File: config.mk
export PLATFORM = sky130hd
export DESIGN_NAME = cer_queue
export DESIGN_NICKNAME = d
export VERILOG_FILES = /design/src/rtl/cer_pkg.sv /design/src/rtl/cer_queue.sv
export SDC_FILE = /design/constraint.sdc
export NUM_CORES = 1
export LEC_CHECK = 0
export BUFFER_PORTS_ARGS = -buffer_cell sky130_fd_sc_hd__buf_2
export CORE_MARGIN = 2
export CORE_UTILIZATION = 47
export DETAILED_ROUTE_END_ITERATION = 12
export PLACE_DENSITY = 0.75
export SETUP_SLACK_MARGIN = 0.3
export SLEW_MARGIN = 30
export SYNTH_ARGS = -nofsm -noshare
export SYNTH_HDL_FRONTEND = slang
export SYNTH_SLANG_ARGS = --single-unit
export TNS_END_PERCENT = 50
File: constraint.sdc
create_clock -name clk -period 5.7 [get_ports clk]
set_clock_uncertainty 0.1 [all_clocks]
set_input_delay 1.14 -clock clk [delete_from_list [all_inputs] [get_ports clk]]
set_output_delay 1.14 -clock clk [all_outputs]
set_load 0.03 [all_outputs]
File: src/rtl/cer_pkg.sv
package cer_pkg;

    // Design limits and angle format
    localparam int MAX_FACE_SIZE = 4096;
    localparam int FRAC_BITS     = 16;

    // Angle divider: quotient bits and remainder width
    localparam int ANG_Q_W   = FRAC_BITS + 1;
    localparam int ANG_REM_W = 31;

    // Face coordinate divider: quotient bits, remainder and divisor widths
    localparam int CRD_Q_W   = 13;
    localparam int CRD_REM_W = 45;
    localparam int CRD_DIV_W = 32;

    localparam logic [15:0] QUARTER_TURN = 16'(1 << (FRAC_BITS - 2));

    typedef enum logic [2:0] {
        FACE_PX = 3'd0,
        FACE_NX = 3'd1,
        FACE_PY = 3'd2,
        FACE_NY = 3'd3,
        FACE_PZ = 3'd4,
        FACE_NZ = 3'd5
    } face_t;

    typedef struct packed {
        logic [12:0] out_col;
        logic [11:0] out_row;
    } remap_in_t;

    typedef struct packed {
        face_t       face;
        logic [11:0] face_col;
        logic [11:0] face_row;
    } remap_out_t;

    // Face size after saturation and the two divisors derived from it
    typedef struct packed {
        logic [12:0] n;
        logic [12:0] two_n_m1;
        logic [11:0] n_m1;
    } geom_t;

    // Classified direction: face, major magnitude, column and row numerators
    typedef struct packed {
        face_t              face;
        logic [30:0]        m;
        logic signed [32:0] cn;
        logic signed [32:0] rn;
    } cls_t;

    // Quarter-wave sine table, Q1.15
    function automatic logic [14:0] qsin(input logic [4:0] idx);
        logic [14:0] v;
        case (idx)
            5'd0:    v = 15'd0;
            5'd1:    v = 15'd3212;
            5'd2:    v = 15'd6393;
            5'd3:    v = 15'd9512;
            5'd4:    v = 15'd12540;
            5'd5:    v = 15'd15447;
            5'd6:    v = 15'd18205;
            5'd7:    v = 15'd20788;
            5'd8:    v = 15'd23170;
            5'd9:    v = 15'd25330;
            5'd10:   v = 15'd27246;
            5'd11:   v = 15'd28899;
            5'd12:   v = 15'd30274;
            5'd13:   v = 15'd31357;
            5'd14:   v = 15'd32138;
            5'd15:   v = 15'd32610;
            5'd16:   v = 15'd32767;
            default: v = 15'd0;
        endcase
        return v;
    endfunction

    // Sine of an angle in turns, table lookup plus truncated interpolation
    function automatic logic signed [15:0] sine_q15(input logic [15:0] ang);
        logic [1:0]  q;
        logic [14:0] u;
        logic [4:0]  idx;
        logic [9:0]  r;
        logic [14:0] v0;
        logic [14:0] v1;
        logic [12:0] dlt;
        logic [22:0] prod;
        logic [15:0] v;
        q   = ang[15:14];
        u   = {1'b0, ang[13:0]};
        if (q[0])
            u = 15'(QUARTER_TURN) - u;
        idx = u[14:10];
        r   = u[9:0];
        v0  = qsin(idx);
        v   = {1'b0, v0};
        v1  = 15'd0;
        dlt = 13'd0;
        prod = 23'd0;
        if (idx < 5'd16)
        begin
            v1   = qsin(5'(idx + 5'd1));
            dlt  = 13'(v1 - v0);
            prod = 23'(dlt) * 23'(r);
            v    = v + 16'(prod >> 10);
        end
        return q[1] ? $signed(16'(-v)) : $signed(v);
    endfunction

endpackage

File: src/rtl/cer_queue.sv
module cer_queue (
    input  logic          clk,
    input  logic          rst_n,
    input  logic          push,
    input  cer_pkg::cls_t push_data,
    output logic          pop_valid,
    output cer_pkg::cls_t pop_data,
    output logic          full
);

    // Two-entry queue; the back end drains it every cycle it holds data
    cer_pkg::cls_t mem [0:1];
    logic          wr_ptr_reg;
    logic          wr_ptr_next;
    logic          rd_ptr_reg;
    logic          rd_ptr_next;
    logic [1:0]    count_reg;
    logic [1:0]    count_next;
    logic          pop;

    assign pop       = (count_reg != 2'd0);
    assign pop_valid = pop;
    assign pop_data  = mem[rd_ptr_reg];
    assign full      = (count_reg == 2'd2);

    always_comb
    begin
        wr_ptr_next = push ? ~wr_ptr_reg : wr_ptr_reg;
        rd_ptr_next = pop ? ~rd_ptr_reg : rd_ptr_reg;
        count_next  = 2'(count_reg + 2'(push) - 2'(pop));
    end

    always_ff @(posedge clk or negedge rst_n)
    begin
        if (!rst_n)
        begin
            wr_ptr_reg <= 1'b0;
            rd_ptr_reg <= 1'b0;
            count_reg  <= 2'd0;
        end
        else
        begin
            wr_ptr_reg <= wr_ptr_next;
            rd_ptr_reg <= rd_ptr_next;
            count_reg  <= count_next;
        end
    end

    always_ff @(posedge clk)
    begin
        if (push)
            mem[wr_ptr_reg] <= push_data;
    end

    a_no_overflow: assert property (@(posedge clk) disable iff (!rst_n) push |-> !full)
        else $error("queue push while full");
    a_count_range: assert property (@(posedge clk) disable iff (!rst_n) count_reg != 2'd3)
        else $error("queue count out of range");

endmodule

# Word-level counts from Yosys, hierarchy flattened
# Memories as Yosys holds them, arrays and structs flattened.
# Index checks and enable logic that the tools add are counted.
word_totals:
  word_cells: 12
  mem_bits_rw: 200
  reg_bits: 4
  output_inout_bits: 102
  inputBits: 103
  mem_count: 1
mem_list:
  columns: ["memory", "depth", "width", "rd", "rd_ports_with_merged_regs", "wr", "line_no", "text"]
  rows:
  - ["mem", 2, 100, 1, 0, 1, "cer_queue.sv:12", "cer_pkg::cls_t mem [0:1];"]
classes:
  n_eq_ne: 1
  n_addsub: 2
  n_mux: 2
  n_bitwise: 2
  reduce_logical: 1
ops:
  columns: ["operator", "n"]
  rows:
  - ["$add A2 B1 Y2", 1]
  - ["$eq A2 B2 Y1 const B", 1]
  - ["$mux W1", 2]
  - ["$not A1 Y1", 2]
  - ["$reduce_bool A2 Y1", 1]
  - ["$sub A2 B1 Y2", 1]

# Logic depth before layout (Yosys ltp)
# Gate-level depths: netlist of the first run.
logic_depth:
  word_depth: 2
  depth_mapped: 3
  ltp_nobuf: 3

# Worst setup path before layout of the first run
# No wires, ideal clock.
synth_timing:
  path_kind: "input-to-reg"
  from: "in push"
  to: "mem mem[0][0] (netlist name), enable pin"
  path_buffers: 0
  arrival_ns: 5.492
  setup_ns: 0.572
  required_ns: 5.028
  cell_stages: 1
  path_slack_ns: -0.464
  path_cell_list: "nor2b_1"
synth_via:
  elab_chain_len: 2
synth_lines:
  columns: ["item", "line_no", "text"]
  rows:
  - ["from (decl)", "cer_queue.sv:4", "input logic push,"]
  - ["$mux W1", "cer_queue.sv:51", "if (push)"]
  - ["$mux W1 (implied by the code)", "cer_queue.sv:52", "mem[wr_ptr_reg] <= push_data;"]
  - ["to (decl)", "cer_queue.sv:12", null]
# No other way between the ends.

==> impl_metrics.sql, run 1 <==
INSERT INTO impl_metrics (metric_group, metric, value, unit) VALUES
('run_status', 'outcome', 'finished clean', ''),
('synth', 'largest_family_of_logic_cells_by_synthesized_area', 'multiplexers', ''),
('synth', 'post_synth_inst_count', '325', ''),
('place', 'portBuffers', '204', ''),
('power', 'power.clock.fraction', '27.9', '%'),
('synth', 'synth_top_cell_by_area', 'edfxtp_1', ''),
('timing', 'grt_setup_unrepaired', 'false', ''),
('floorplan', 'floorplan.io_pins', '205', ''),
('floorplan', 'die_height', '133', 'um'),
('worst_setup_path', 'critPathSlowestCell', 'dfrtp_4', ''),
('floorplan', 'placementRows', '47', ''),
('power', 'power_switching_share', '32.4', '%'),
('timing', 'fin_crit_sh', '65.1', '%'),
('finish', 'final_nets', '649', ''),
('timing', 'setup_violations', '0', ''),
('finish', 'ratio_of_cells_with_drive_above_1_in_the_final_layout', '61.5', '%'),
('cts', 'number_of_setup_buffers_added_after_cts', '0', ''),
('worst_setup_path', 'cp_num_cells', '3', ''),
('synth', 'synth_area_per_cell', '24.1', 'um^2'),
('global_route', 'number_of_antenna_violations_at_the_first_check_in_global_routing', '1', ''),
('global_route', 'overflow', '0', ''),
('synth', 'post_synth_xor_area_fraction', '0.335', '%'),
('power', 'power.sequential.fraction', '38.7', '%'),
('power', 'cell_internal_pwr', '3730', 'uW'),
('global_route', 'groute.usage.overall', '14.7', '%'),
('cts', 'tritoncts', 'yes', ''),
('worst_setup_path', 'wp_buf_inv', '2', ''),
('worst_setup_path', 'worst_ep_required_time', '4.46', 'ns'),
('synth', 'ys_seq_area_share', '77.9', '%'),
('power', 'leakage_power', '0.00397', 'uW'),
('synth', 'dominantRegCellSynth', 'edfxtp_1', ''),
('worst_setup_path', 'critPathKind', 'flip-flop to output pin', ''),
('floorplan', 'chipWidth', '133', 'um'),
('worst_setup_path', 'worst_setup_path_start_kind', 'flip-flop', ''),
('worst_setup_path', 'worst_setup_path_startpoint', 'rd_ptr_reg', ''),
('floorplan', 'die_area', '17700', 'um^2'),
('synth', 'synth-simple-area-share', '0.447', '%'),
('cts', 'h-tree-depth', '1', ''),
('synth', 'synth.area.top_cells', 'edfxtp_1 77%, mux2_4 17%, buf_12 2.3%', ''),
('timing', 'tns', '0', 'ns'),
('global_route', 'grt_pass1_wl', '20.4', 'mm'),
('routing', 'routed_via_density', '4.86', ''),
('synth', 'postSynthRegisterBits', '204', ''),
('global_route', 'pin_count_of_the_biggest_net_entering_global_routing', '79', ''),
('worst_setup_path', 'cell_breakdown_of_the_critical_path', 'buf_12 -> mux2_2 -> buf_2', ''),
('timing', 'clock_period_minus_worst_slack', '3.71', 'ns'),
('worst_setup_path', 'timing.critical_path.to_type', 'output pin', ''),
('routing', 'drt_iter0_markers', '238', ''),
('hold_path', 'worst_hold_path_type', 'input port to asynchronous set/reset pin', ''),
('cts', 'cts.repair.resized', '0', ''),
('power', 'power_frac_comb', '33.4', '%'),
('cts', 'clock_latency', '0.48', 'ns'),
('cts', 'cts_made_buffers', '22', ''),
('synth', 'synth_compound_gate_area_share', '0', '%'),
('timing', 'slew_viol_final', '0', ''),
('cts', 'clock_sink_count', '204', ''),
('power', 'peakVddDrop', '0.000396', 'V'),
('finish', 'largest_reg_flops', '200', ''),
('power', 'netSwitchingPower', '1790', 'uW'),
('place', 'instance_count_after_placement_with_tap_cells_included', '741', ''),
('cts', 'hold_buffers', '0', ''),
('place', 'hpwlAfterDp', '8.73', 'mm'),
('synth', 'number_of_distinct_library_cells_after_synthesis', '14', ''),
('worst_setup_path', 'reg2reg_from', 'wr_ptr_reg', ''),
('routing', 'routed-via-count', '3796', ''),
('worst_setup_path', 'crit_path_max_incr_delay', '0.94', 'ns'),
('run', 'max_cap_viol_count', '0', ''),
('global_route', 'vias_in_the_first_global_route', '3960', ''),
('synth', 'synth.most_common_cell', 'edfxtp_1', ''),
('synth', 'ys_warns', '0', ''),
('synth', 'multiplexer_share_of_the_synthesized_area', '18.7', '%');
metrics by stage:
step                      total power, uW  cell area (um^2)  setup slack, ns  hold slack, ns  util (%)
after global routing                 5740              9810             1.84           0.329      59.6
after CTS                            5600              9810             1.90           0.327      59.6
after detailed placement             4040              9000             2.44           0.440      54.7
after global placement               4000              9000             2.45           0.428      54.7
after floorplan                      3700              7840             1.41           0.373         -
final                                5520              9810             1.99           0.349      59.6
per-layer routing:
layer  track usage, %  share of wire [%]
met1             17.2                 38
met2             26.0                 51
met3             4.72                8.4
met4             4.61                2.4
met5                0              0.096
placed cells by master, fill, tap and decap left out:
cell type     n
ha_1          1
buf_2       204
and2_4        1
buf_4         1
nand2_1       1
edfxtp_1    200
mux2_2       10
xnor2_1       1
nor2b_1       2
clkinvlp_4    1
buf_12        2
nor2b_4       1
dfrtp_1       3
clkinv_1      5
or2_2         1
xor2_1        2
clkbuf_16    23
mux2_4       90
clkinv_2      4
bufinv_16     6
dfrtp_4       1
clkbuf_1      1
final cells by class:
type                            count  area, um^2
Multi-Input combinational cell    110        1550
Fill cell                        1248        6660
Sequential cell                   204        6110
Clock inverter                     16         226
Tap cell                          220         275
Timing Repair Buffer              207        1070
Clock buffer                       24         579
power by group through the flow:
stage / clock network [uW] / registers [uW] / logic (uW)
final: 1540 / 2140 / 1840
after global placement: 0 / 2150 / 1850
after floorplan: 0 / 2090 / 1620
after global routing: 1640 / 2170 / 1930
after CTS: 1580 / 2150 / 1870
after detailed placement: 0 / 2170 / 1870
kinds of logic (layout without fill, tap and decap cells):
kind of cell | count (synthesis) | in the layout
adders and majority gates | 1 | 1
xor gates and xnor gates | 3 | 3
muxes | 100 | 100
buffers and inverters | 11 | 247
and+or+nand+nor | 6 | 6
DFF | 204 | 204
worst paths after layout:
path | endpoint | slack (ns)
worst max-delay path | pop_data[99] | 1.99
worst min-delay path | count_reg[0] | 0.35
worst max register to register | mem[1][86] | 3.44
worst min register to register | wr_ptr_reg | 0.45
max in group asynchronous | rd_ptr_reg | 5.02
min in group clk | wr_ptr_reg | 0.45
No activity file was read; power rests on OpenSTA's default activity.
==> run 2: changes to the inputs <==
--- a/config.mk
+++ b/config.mk
@@ -5,11 +5,12 @@
 export SDC_FILE = /design/constraint.sdc
 export NUM_CORES = 1
 export LEC_CHECK = 0
+export ABC_AREA = 1
 export BUFFER_PORTS_ARGS = -buffer_cell sky130_fd_sc_hd__buf_2
 export CORE_MARGIN = 2
-export CORE_UTILIZATION = 47
+export CORE_UTILIZATION = 52
 export DETAILED_ROUTE_END_ITERATION = 12
-export PLACE_DENSITY = 0.75
+export PLACE_DENSITY = 0.79
 export SETUP_SLACK_MARGIN = 0.3
 export SLEW_MARGIN = 30
 export SYNTH_ARGS = -nofsm -noshare
==> constraint.sdc (replaced) <==
create_clock -name clk -period 3.5 [get_ports clk]
set_clock_uncertainty 0.1 [all_clocks]
set_input_delay 0.7 -clock clk [delete_from_list [all_inputs] [get_ports clk]]
set_output_delay 0.7 -clock clk [all_outputs]
set_load 0.03 [all_outputs]
==> run 2 against run 1 <==
Global-route usage rose by 4.4 points; cell count increased by 22%; setup slack worse by 1.5 ns; hold slack got worse by 0.049 ns; register-to-register slack got worse by 1.8 ns; synthesized cell count grew 68%; clock-buffer cell count shrank 2; power is 27% higher; sequential cell count is the same; sequential share of layout area grew 3.2 points; die area shrank 13%; via count rose by 25%; critical endpoint is now pop_data[42]; largest cell class unchanged; largest power group unchanged; highest routed layer unchanged.
==> impl_metrics.sql, run 2 <==
INSERT INTO impl_metrics (metric_group, metric, value, unit) VALUES
('synth', 'synthesis.area', '7520', 'um^2'),
('synth', 'number_of_distinct_library_cells_after_synthesis', '13', ''),
('synth', 'post_synth_inst_count', '545', ''),
('cts', 'clkSlewWorstSetupHoldPaths', '0.07', 'ns'),
('synth', 'synth_top_area_share', '79.9', '%'),
('power', 'p_total', '7010', 'uW'),
('worst_setup_path', 'critPathKind', 'flip-flop to output pin', ''),
('routing', 'routed_via_density', '4.97', ''),
('synth', 'asyncSetResetFlopFracSynth', '1.96', '%'),
('routing', 'drt_pass1_iterations', '4', ''),
('finish', 'final-seq-area', '6110', 'um^2'),
('cts', 'clock_latency', '0.48', 'ns'),
('worst_setup_path', 'worst_setup_path_start_kind', 'flip-flop', ''),
('synth', 'synth.area.top_cells', 'edfxtp_1 80%, nand2_1 15%, buf_6 1.3%', ''),
('floorplan', 'floorplan.initialDensity', '53.7', '%'),
('cts', 'tritoncts', 'yes', ''),
('cts', 'clock_sink_count', '204', ''),
('worst_setup_path', 'crit_family', 'flip-flops', ''),
('worst_setup_path', 'worst_ep_required_time', '2.70', 'ns'),
('cts', 'ctsLongestPathBuffers', '3', ''),
('timing', 'timing.fmax', '333', 'MHz'),
('routing', 'drt_drc_violations_left', '0', ''),
('timing', 'final_critical_path_setup_slack', '0.494', 'ns'),
('synth', 'postSynthNetCount', '649', ''),
('timing', 'fin_hold_ws', '0.300', 'ns'),
('synth', 'dominantRegCellSynth', 'edfxtp_1', ''),
('synth', 'synth_edf_count', '200', ''),
('place', 'portBuffers', '204', ''),
('run_status', 'outcome', 'finished clean', ''),
('place', 'placed_area', '8670', 'um^2'),
('worst_setup_path', 'critPathSlowestCell', 'dfrtp_4', ''),
('timing', 'slew_viol_final', '0', ''),
('finish', 'synthToLayoutAreaGrowth', '24.2', '%'),
('routing', 'route.final.wire_length', '14.9', 'mm'),
('synth', 'synth_top_cell_by_area', 'edfxtp_1', ''),
('routing', 'ant_nets', '0', ''),
('finish', 'final_nets', '862', ''),
('floorplan', 'placementRows', '43', ''),
('hold_path', 'worst_hold_path_type', 'input port to flip-flop', ''),
('worst_setup_path', 'timing.critical_path.to_type', 'output pin', ''),
('power', 'peakVddDrop', '0.000545', 'V'),
('place', 'worst_slack_after_detailed_placement', '0.814', 'ns'),
('finish', 'largest_reg_flops', '200', ''),
('run', 'max_cap_viol_count', '0', ''),
('global_route', 'grt_pass1_wl', '23.7', 'mm'),
('synth', 'synth.most_common_cell', 'nand2_1', ''),
('cts', 'root_buffer', 'clkbuf_16', ''),
('hold_path', 'hold_path_depth', '1', ''),
('timing', 'worst_max_slew_margin_expressed_relative_to_the_limit', '54.3', '%'),
('timing', 'fin_crit_sh', '85.9', '%'),
('cts', 'cts_made_buffers', '21', ''),
('place', 'hpwlAfterDp', '9.69', 'mm'),
('worst_setup_path', 'worst_r2r_path_depth', '3', ''),
('power', 'cellPowerDensity', '751', 'nW/um^2'),
('finish', 'ratio_of_cells_with_drive_above_1_in_the_final_layout', '32.2', '%'),
('global_route', 'number_of_antenna_violations_at_the_first_check_in_global_routing', '3', ''),
('worst_setup_path', 'data_arrival_at_the_endpoint_of_the_critical_path', '2.21', 'ns'),
('finish', 'mostFrequentLayoutCells', '306 x nand2_1, 204 x buf_2, 200 x edfxtp_1', ''),
('timing', 'hold_viol_final', '0', ''),
('worst_setup_path', 'cp_common_cell', 'nand2_1', ''),
('routing', 'routed_wire_length_per_instance', '15.7', 'um'),
('timing', 'setup_violations', '0', ''),
('worst_setup_path', 'wp_buf_inv', '2', ''),
('power', 'leakage_power', '0.00405', 'uW'),
('timing', 'tns', '0', 'ns'),
('worst_setup_path', 'cell_breakdown_of_the_critical_path', 'buf_6 -> nand2_1 -> nand2_1 -> buf_2', ''),
('cts', 'number_of_setup_buffers_added_after_cts', '0', ''),
('worst_setup_path', 'crit_path_max_incr_delay', '0.78', 'ns'),
('timing', 'worst-slew-pin-transition', '0.686', 'ns'),
('worst_setup_path', 'reg2reg_slack', '1.64', 'ns'),
('worst_setup_path', 'crit_path_max_fanout', '52', ''),
('worst_setup_path', 'cp_num_cells', '4', ''),
('synth', 'postSynthRegisterBits', '204', ''),
('global_route', 'groute.usage.overall', '19.2', '%'),
('timing', 'grt_setup_unrepaired', 'false', ''),
('global_route', 'vias_in_the_first_global_route', '4851', ''),
('place', 'gpl.final_weighted_congestion', '0.734', ''),
('finish', 'layout_commonest_cell', 'nand2_1', ''),
('floorplan', 'die_area', '15400', 'um^2'),
('finish', 'n_fill_cell', '1002', ''),
('floorplan', 'placeableCoreArea', '14000', 'um^2'),
('synth', 'synthTopCellsByCount', '306 x nand2_1, 200 x edfxtp_1, 11 x buf_4', ''),
('finish', 'layout.cell_area.non_filler', '9330', 'um^2'),
('global_route', 'pin_count_of_the_biggest_net_entering_global_routing', '59', ''),
('finish', 'multi_input_comb_area', '1200', 'um^2'),
('routing', 'drt_iter0_markers', '293', ''),
('synth', 'ys_warns', '0', ''),
('synth', 'synth_area_per_cell', '13.8', 'um^2'),
('synth', 'ys_seq_area_share', '81.2', '%'),
('floorplan', 'floorplan.io_pins', '205', ''),
('routing', 'routed-via-count', '4730', ''),
('timing', 'clock_period_minus_worst_slack', '3.01', 'ns'),
('cts', 'h-tree-depth', '1', ''),
('global_route', 'overflow', '0', ''),
('floorplan', 'chipWidth', '124', 'um'),
('floorplan', 'die_height', '124', 'um');
[run 2: cell count changes after synthesis, moves of 8 or more]
cell	delta
buf_12	-9
buf_4	+11
buf_6	+8
mux2_2	-10
mux2_4	-90
nand2_1	+305
[run 2: cell type report]
type | count | area share [%]
sequential | 204 | 65.5
multi-input combinational | 314 | 12.9
timing repair buffer | 212 | 12.1
tap | 180 | 2.41
inverter | 5 | 0.241
antenna | 1 | 0.0268
clock inverter | 13 | 1.18
clock buffer | 22 | 5.67
[run 2: final timing paths]
check | start | endpoint
max in group asynchronous | rst_n | rd_ptr_reg
hold / removal | push_data[11] | mem[1][11]
hold reg to reg | wr_ptr_reg | wr_ptr_reg
min in group asynchronous | rst_n | count_reg[1]
setup / recovery | rd_ptr_reg | pop_data[42]
setup reg to reg | wr_ptr_reg | mem[1][83]
[run 2: power breakdown]
part | leakage (uW) | internal, uW | switching (uW)
combinational | 0.00182 | 395 | 1190
sequential | 0.00193 | 3220 | 135
clock | 0.000304 | 1180 | 885
total | 0.00405 | 4800 | 2210
[run 2: worst register-to-register path, stage by stage, from the launching register on]
cell	delay (ns)
dfrtp_1	0.42
nand2_1	0.12
inv_4	0.51
buf_4	0.39
[run 2: per-layer routing]
metal,vias to the layer above,GRT usage [%],wire [um]
met5,-,0,26
met4,4,5.82,431
met3,40,6.24,1220
met2,166,33.7,7530
met1,2256,22.5,5740
li1,2264,-,-
[run 2: cell families (layout without fill, tap and decap cells)]
logic type | after synthesis | count (layout) | share of synthesized area, %
xor+xnor | 1 | 1 | 0.117
fa+ha+maj | 1 | 1 | 0.166
buf+inv | 27 | 252 | 2.83
flops | 204 | 204 | 81.2
simple gates | 311 | 311 | 15.6
compound gates | 1 | 1 | 0.0665
other cells | 0 | 1 | 0
[run 2: repair_timing]
action | in CTS | in global routing
hold endpoints to repair | 4 | 0
setup endpoints to repair | 1 | 22
resized for setup | 1 | 1
hold buffers | 1 | 0
pin swaps | 0 | 0
[run 2: metrics by stage]
stage                     std cells  util [%]
after floorplan                 545         -
after global placement          914      62.0
after detailed placement        914      62.0
after CTS                       950      66.7
after global routing            950      66.7
final                           951      66.7
==> run 3: changes to the inputs <==
--- a/config.mk
+++ b/config.mk
@@ -6,11 +6,12 @@
 export NUM_CORES = 1
 export LEC_CHECK = 0
 export ABC_AREA = 1
-export BUFFER_PORTS_ARGS = -buffer_cell sky130_fd_sc_hd__buf_2
+export ABC_CLOCK_PERIOD_IN_PS = 3500
 export CORE_MARGIN = 2
-export CORE_UTILIZATION = 52
+export CORE_UTILIZATION = 62
 export DETAILED_ROUTE_END_ITERATION = 12
-export PLACE_DENSITY = 0.79
+export DONT_BUFFER_PORTS = 1
+export PLACE_DENSITY = 0.78
 export SETUP_SLACK_MARGIN = 0.3
 export SLEW_MARGIN = 30
 export SYNTH_ARGS = -nofsm -noshare
==> run 3 against run 2 <==
Hold slack worse by 0.076 ns; routed wire length is 12% lower; first-iteration DRC count is 5.5% higher; power is 5.0% lower; critical endpoint is now pop_data[43]; largest power group unchanged.
==> impl_metrics.sql, run 3 (synthesis gave the netlist of run 2 again) <==
INSERT INTO impl_metrics (metric_group, metric, value, unit) VALUES
('run_status', 'outcome', 'finished clean', ''),
('global_route', 'pin_count_of_the_biggest_net_entering_global_routing', '102', ''),
('worst_setup_path', 'worst_ep_required_time', '2.70', 'ns'),
('power', 'leakage_power', '0.00322', 'uW'),
('global_route', 'overflow', '0', ''),
('timing', 'hold_viol_final', '0', ''),
('cts', 'clkSlewWorstSetupHoldPaths', '0.06', 'ns'),
('finish', 'mostFrequentLayoutCells', '306 x nand2_1, 200 x edfxtp_1, 21 x clkbuf_16', ''),
('finish', 'largest_reg_flops', '200', ''),
('cts', 'cts.repair.resized', '0', ''),
('worst_setup_path', 'critPathSlowestCell', 'dfrtp_4', ''),
('timing', 'worst-slew-pin-transition', '0.839', 'ns'),
('place', 'portBuffers', '0', ''),
('finish', 'final_util', '69.2', '%'),
('cts', 'clock_latency', '0.46', 'ns'),
('timing', 'tns', '0', 'ns'),
('power', 'cellPowerDensity', '808', 'nW/um^2'),
('routing', 'routed_via_density', '5.44', ''),
('global_route', 'grt_pass1_wl', '19.2', 'mm'),
('timing', 'setup_violations', '0', ''),
('worst_setup_path', 'crit_path_max_incr_delay', '0.48', 'ns'),
('finish', 'ratio_of_cells_with_drive_above_1_in_the_final_layout', '6.55', '%'),
('timing', 'fin_crit_sh', '83.3', '%'),
('routing', 'drt_pass1_iterations', '6', ''),
('floorplan', 'floorplan.initialDensity', '63.1', '%'),
('timing', 'clock_period_minus_worst_slack', '2.92', 'ns'),
('floorplan', 'placeableCoreArea', '11900', 'um^2'),
('worst_setup_path', 'crit_family', 'buffers and inverters', ''),
('worst_setup_path', 'data_arrival_at_the_endpoint_of_the_critical_path', '2.12', 'ns'),
('hold_path', 'hold-path-endpoint', 'wr_ptr_reg', ''),
('cts', 'tritoncts', 'yes', ''),
('hold_path', 'hold_path_depth', '1', ''),
('floorplan', 'die_height', '114', 'um'),
('cts', 'cts_made_buffers', '20', ''),
('place', 'gpl.final_weighted_congestion', '0.750', ''),
('cts', 'clock_sink_count', '204', ''),
('worst_setup_path', 'worst_setup_path_start_kind', 'flip-flop', ''),
('finish', 'layout.cell_area.non_filler', '8240', 'um^2'),
('cts', 'ctsLongestPathBuffers', '3', ''),
('worst_setup_path', 'critPathKind', 'flip-flop to output pin', ''),
('timing', 'grt_setup_unrepaired', 'false', ''),
('cts', 'hold_buffers', '1', ''),
('routing', 'routed_wire_length_per_instance', '18.4', 'um'),
('power', 'peakVddDrop', '0.000738', 'V'),
('global_route', 'vias_in_the_first_global_route', '3848', ''),
('place', 'placed_area', '7590', 'um^2'),
('routing', 'drt_iter0_markers', '309', ''),
('floorplan', 'floorplan.io_pins', '205', ''),
('worst_setup_path', 'reg2reg_slack', '1.71', 'ns'),
('finish', 'insertedDiodeCount', '0', ''),
('timing', 'slew_viol_final', '0', ''),
('floorplan', 'chipWidth', '114', 'um'),
('timing', 'worst_max_slew_margin_expressed_relative_to_the_limit', '44.1', '%'),
('worst_setup_path', 'worst_r2r_path_depth', '3', ''),
('cts', 'root_buffer', 'clkbuf_16', ''),
('cts', 'h-tree-depth', '1', ''),
('place', 'hpwlAfterDp', '8.30', 'mm'),
('floorplan', 'die_area', '13000', 'um^2'),
('finish', 'layout_commonest_cell', 'nand2_1', ''),
('cts', 'number_of_setup_buffers_added_after_cts', '0', ''),
('routing', 'route.final.wire_length', '13.1', 'mm'),
('routing', 'ant_nets', '0', ''),
('worst_setup_path', 'reg2reg_from', 'wr_ptr_reg', ''),
('routing', 'drt_drc_violations_left', '0', ''),
('timing', 'timing.fmax', '343', 'MHz'),
('hold_path', 'worst_hold_path_type', 'input port to flip-flop', ''),
('floorplan', 'placementRows', '40', ''),
('global_route', 'number_of_antenna_violations_at_the_first_check_in_global_routing', '0', ''),
('global_route', 'groute.usage.overall', '19.3', '%'),
('run', 'max_cap_viol_count', '0', ''),
('worst_setup_path', 'cell_breakdown_of_the_critical_path', 'clkinv_2 -> buf_12 -> nand2_1 -> nand2_1', ''),
('worst_setup_path', 'cp_common_cell', 'nand2_1', ''),
('finish', 'synthToLayoutAreaGrowth', '9.67', '%'),
('worst_setup_path', 'wp_buf_inv', '2', ''),
('worst_setup_path', 'crit_path_max_fanout', '65', ''),
('finish', 'final_nets', '656', ''),
('worst_setup_path', 'r2r-end', 'mem[1][84]', ''),
('routing', 'routed-via-count', '3875', ''),
('worst_setup_path', 'timing.critical_path.to_type', 'output pin', ''),
('hold_path', 'hp-start', 'push', '');
## run 3: cell count changes in the layout (fill, tap and decap cells not counted), sizes merged
cell      previous run  this run
clkinvlp             4         1
clkbuf              22        25
buf                211         6
bufinv               1         2
clkinv               9         8
diode                1         0
## run 3: worst max-delay path by stage
stage / depth (start not counted) / end / from / slack [ns]
after floorplan: 2 / mem[1][0] / push / 0.26
after global placement: 4 / pop_data[47] / rd_ptr_reg / 1.11
after detailed placement: 3 / pop_data[61] / rd_ptr_reg / 1.02
after CTS: 3 / pop_data[61] / rd_ptr_reg / 0.53
after global routing: 4 / pop_data[43] / rd_ptr_reg / 0.46
final: 4 / pop_data[43] / rd_ptr_reg / 0.58
## run 3: layout make-up
class                      instances  area (um^2)
sequential                       204         6110
multi-input combinational        314         1200
inverter                           5         22.5
tap                              147          184
clock buffer                      25          541
timing repair buffer               7         83.8
clock inverter                    10         97.6
fill                             786         3670
## run 3: power breakdown
part           leakage, uW  internal, uW  total, uW  switching (uW)
Sequential         0.00193          3230       3340             107
Clock             0.000310          1240       2040             800
Combinational     0.000985           164       1280            1120
Total              0.00322          4630       6660            2030
## run 3: per-layer routing
layer	vias up	GRT usage [%]	share of wire, %
met5	-	0	0
met4	0	5.93	2.2
met3	23	8.10	11
met2	167	35.2	54
met1	1840	20.1	33
li1	1845	-	-
## run 3: stage by stage
stage / power (uW) / setup WS (ns) / instances / hold WS, ns
final: 6660 / 0.583 / 712 / 0.224
after global routing: 6920 / 0.457 / 712 / 0.205
after CTS: 6720 / 0.527 / 712 / 0.210
after detailed placement: 4690 / 1.02 / 676 / 0.305
after global placement: 4650 / 1.11 / 676 / 0.305
after floorplan: 4500 / 0.255 / 545 / 0.304
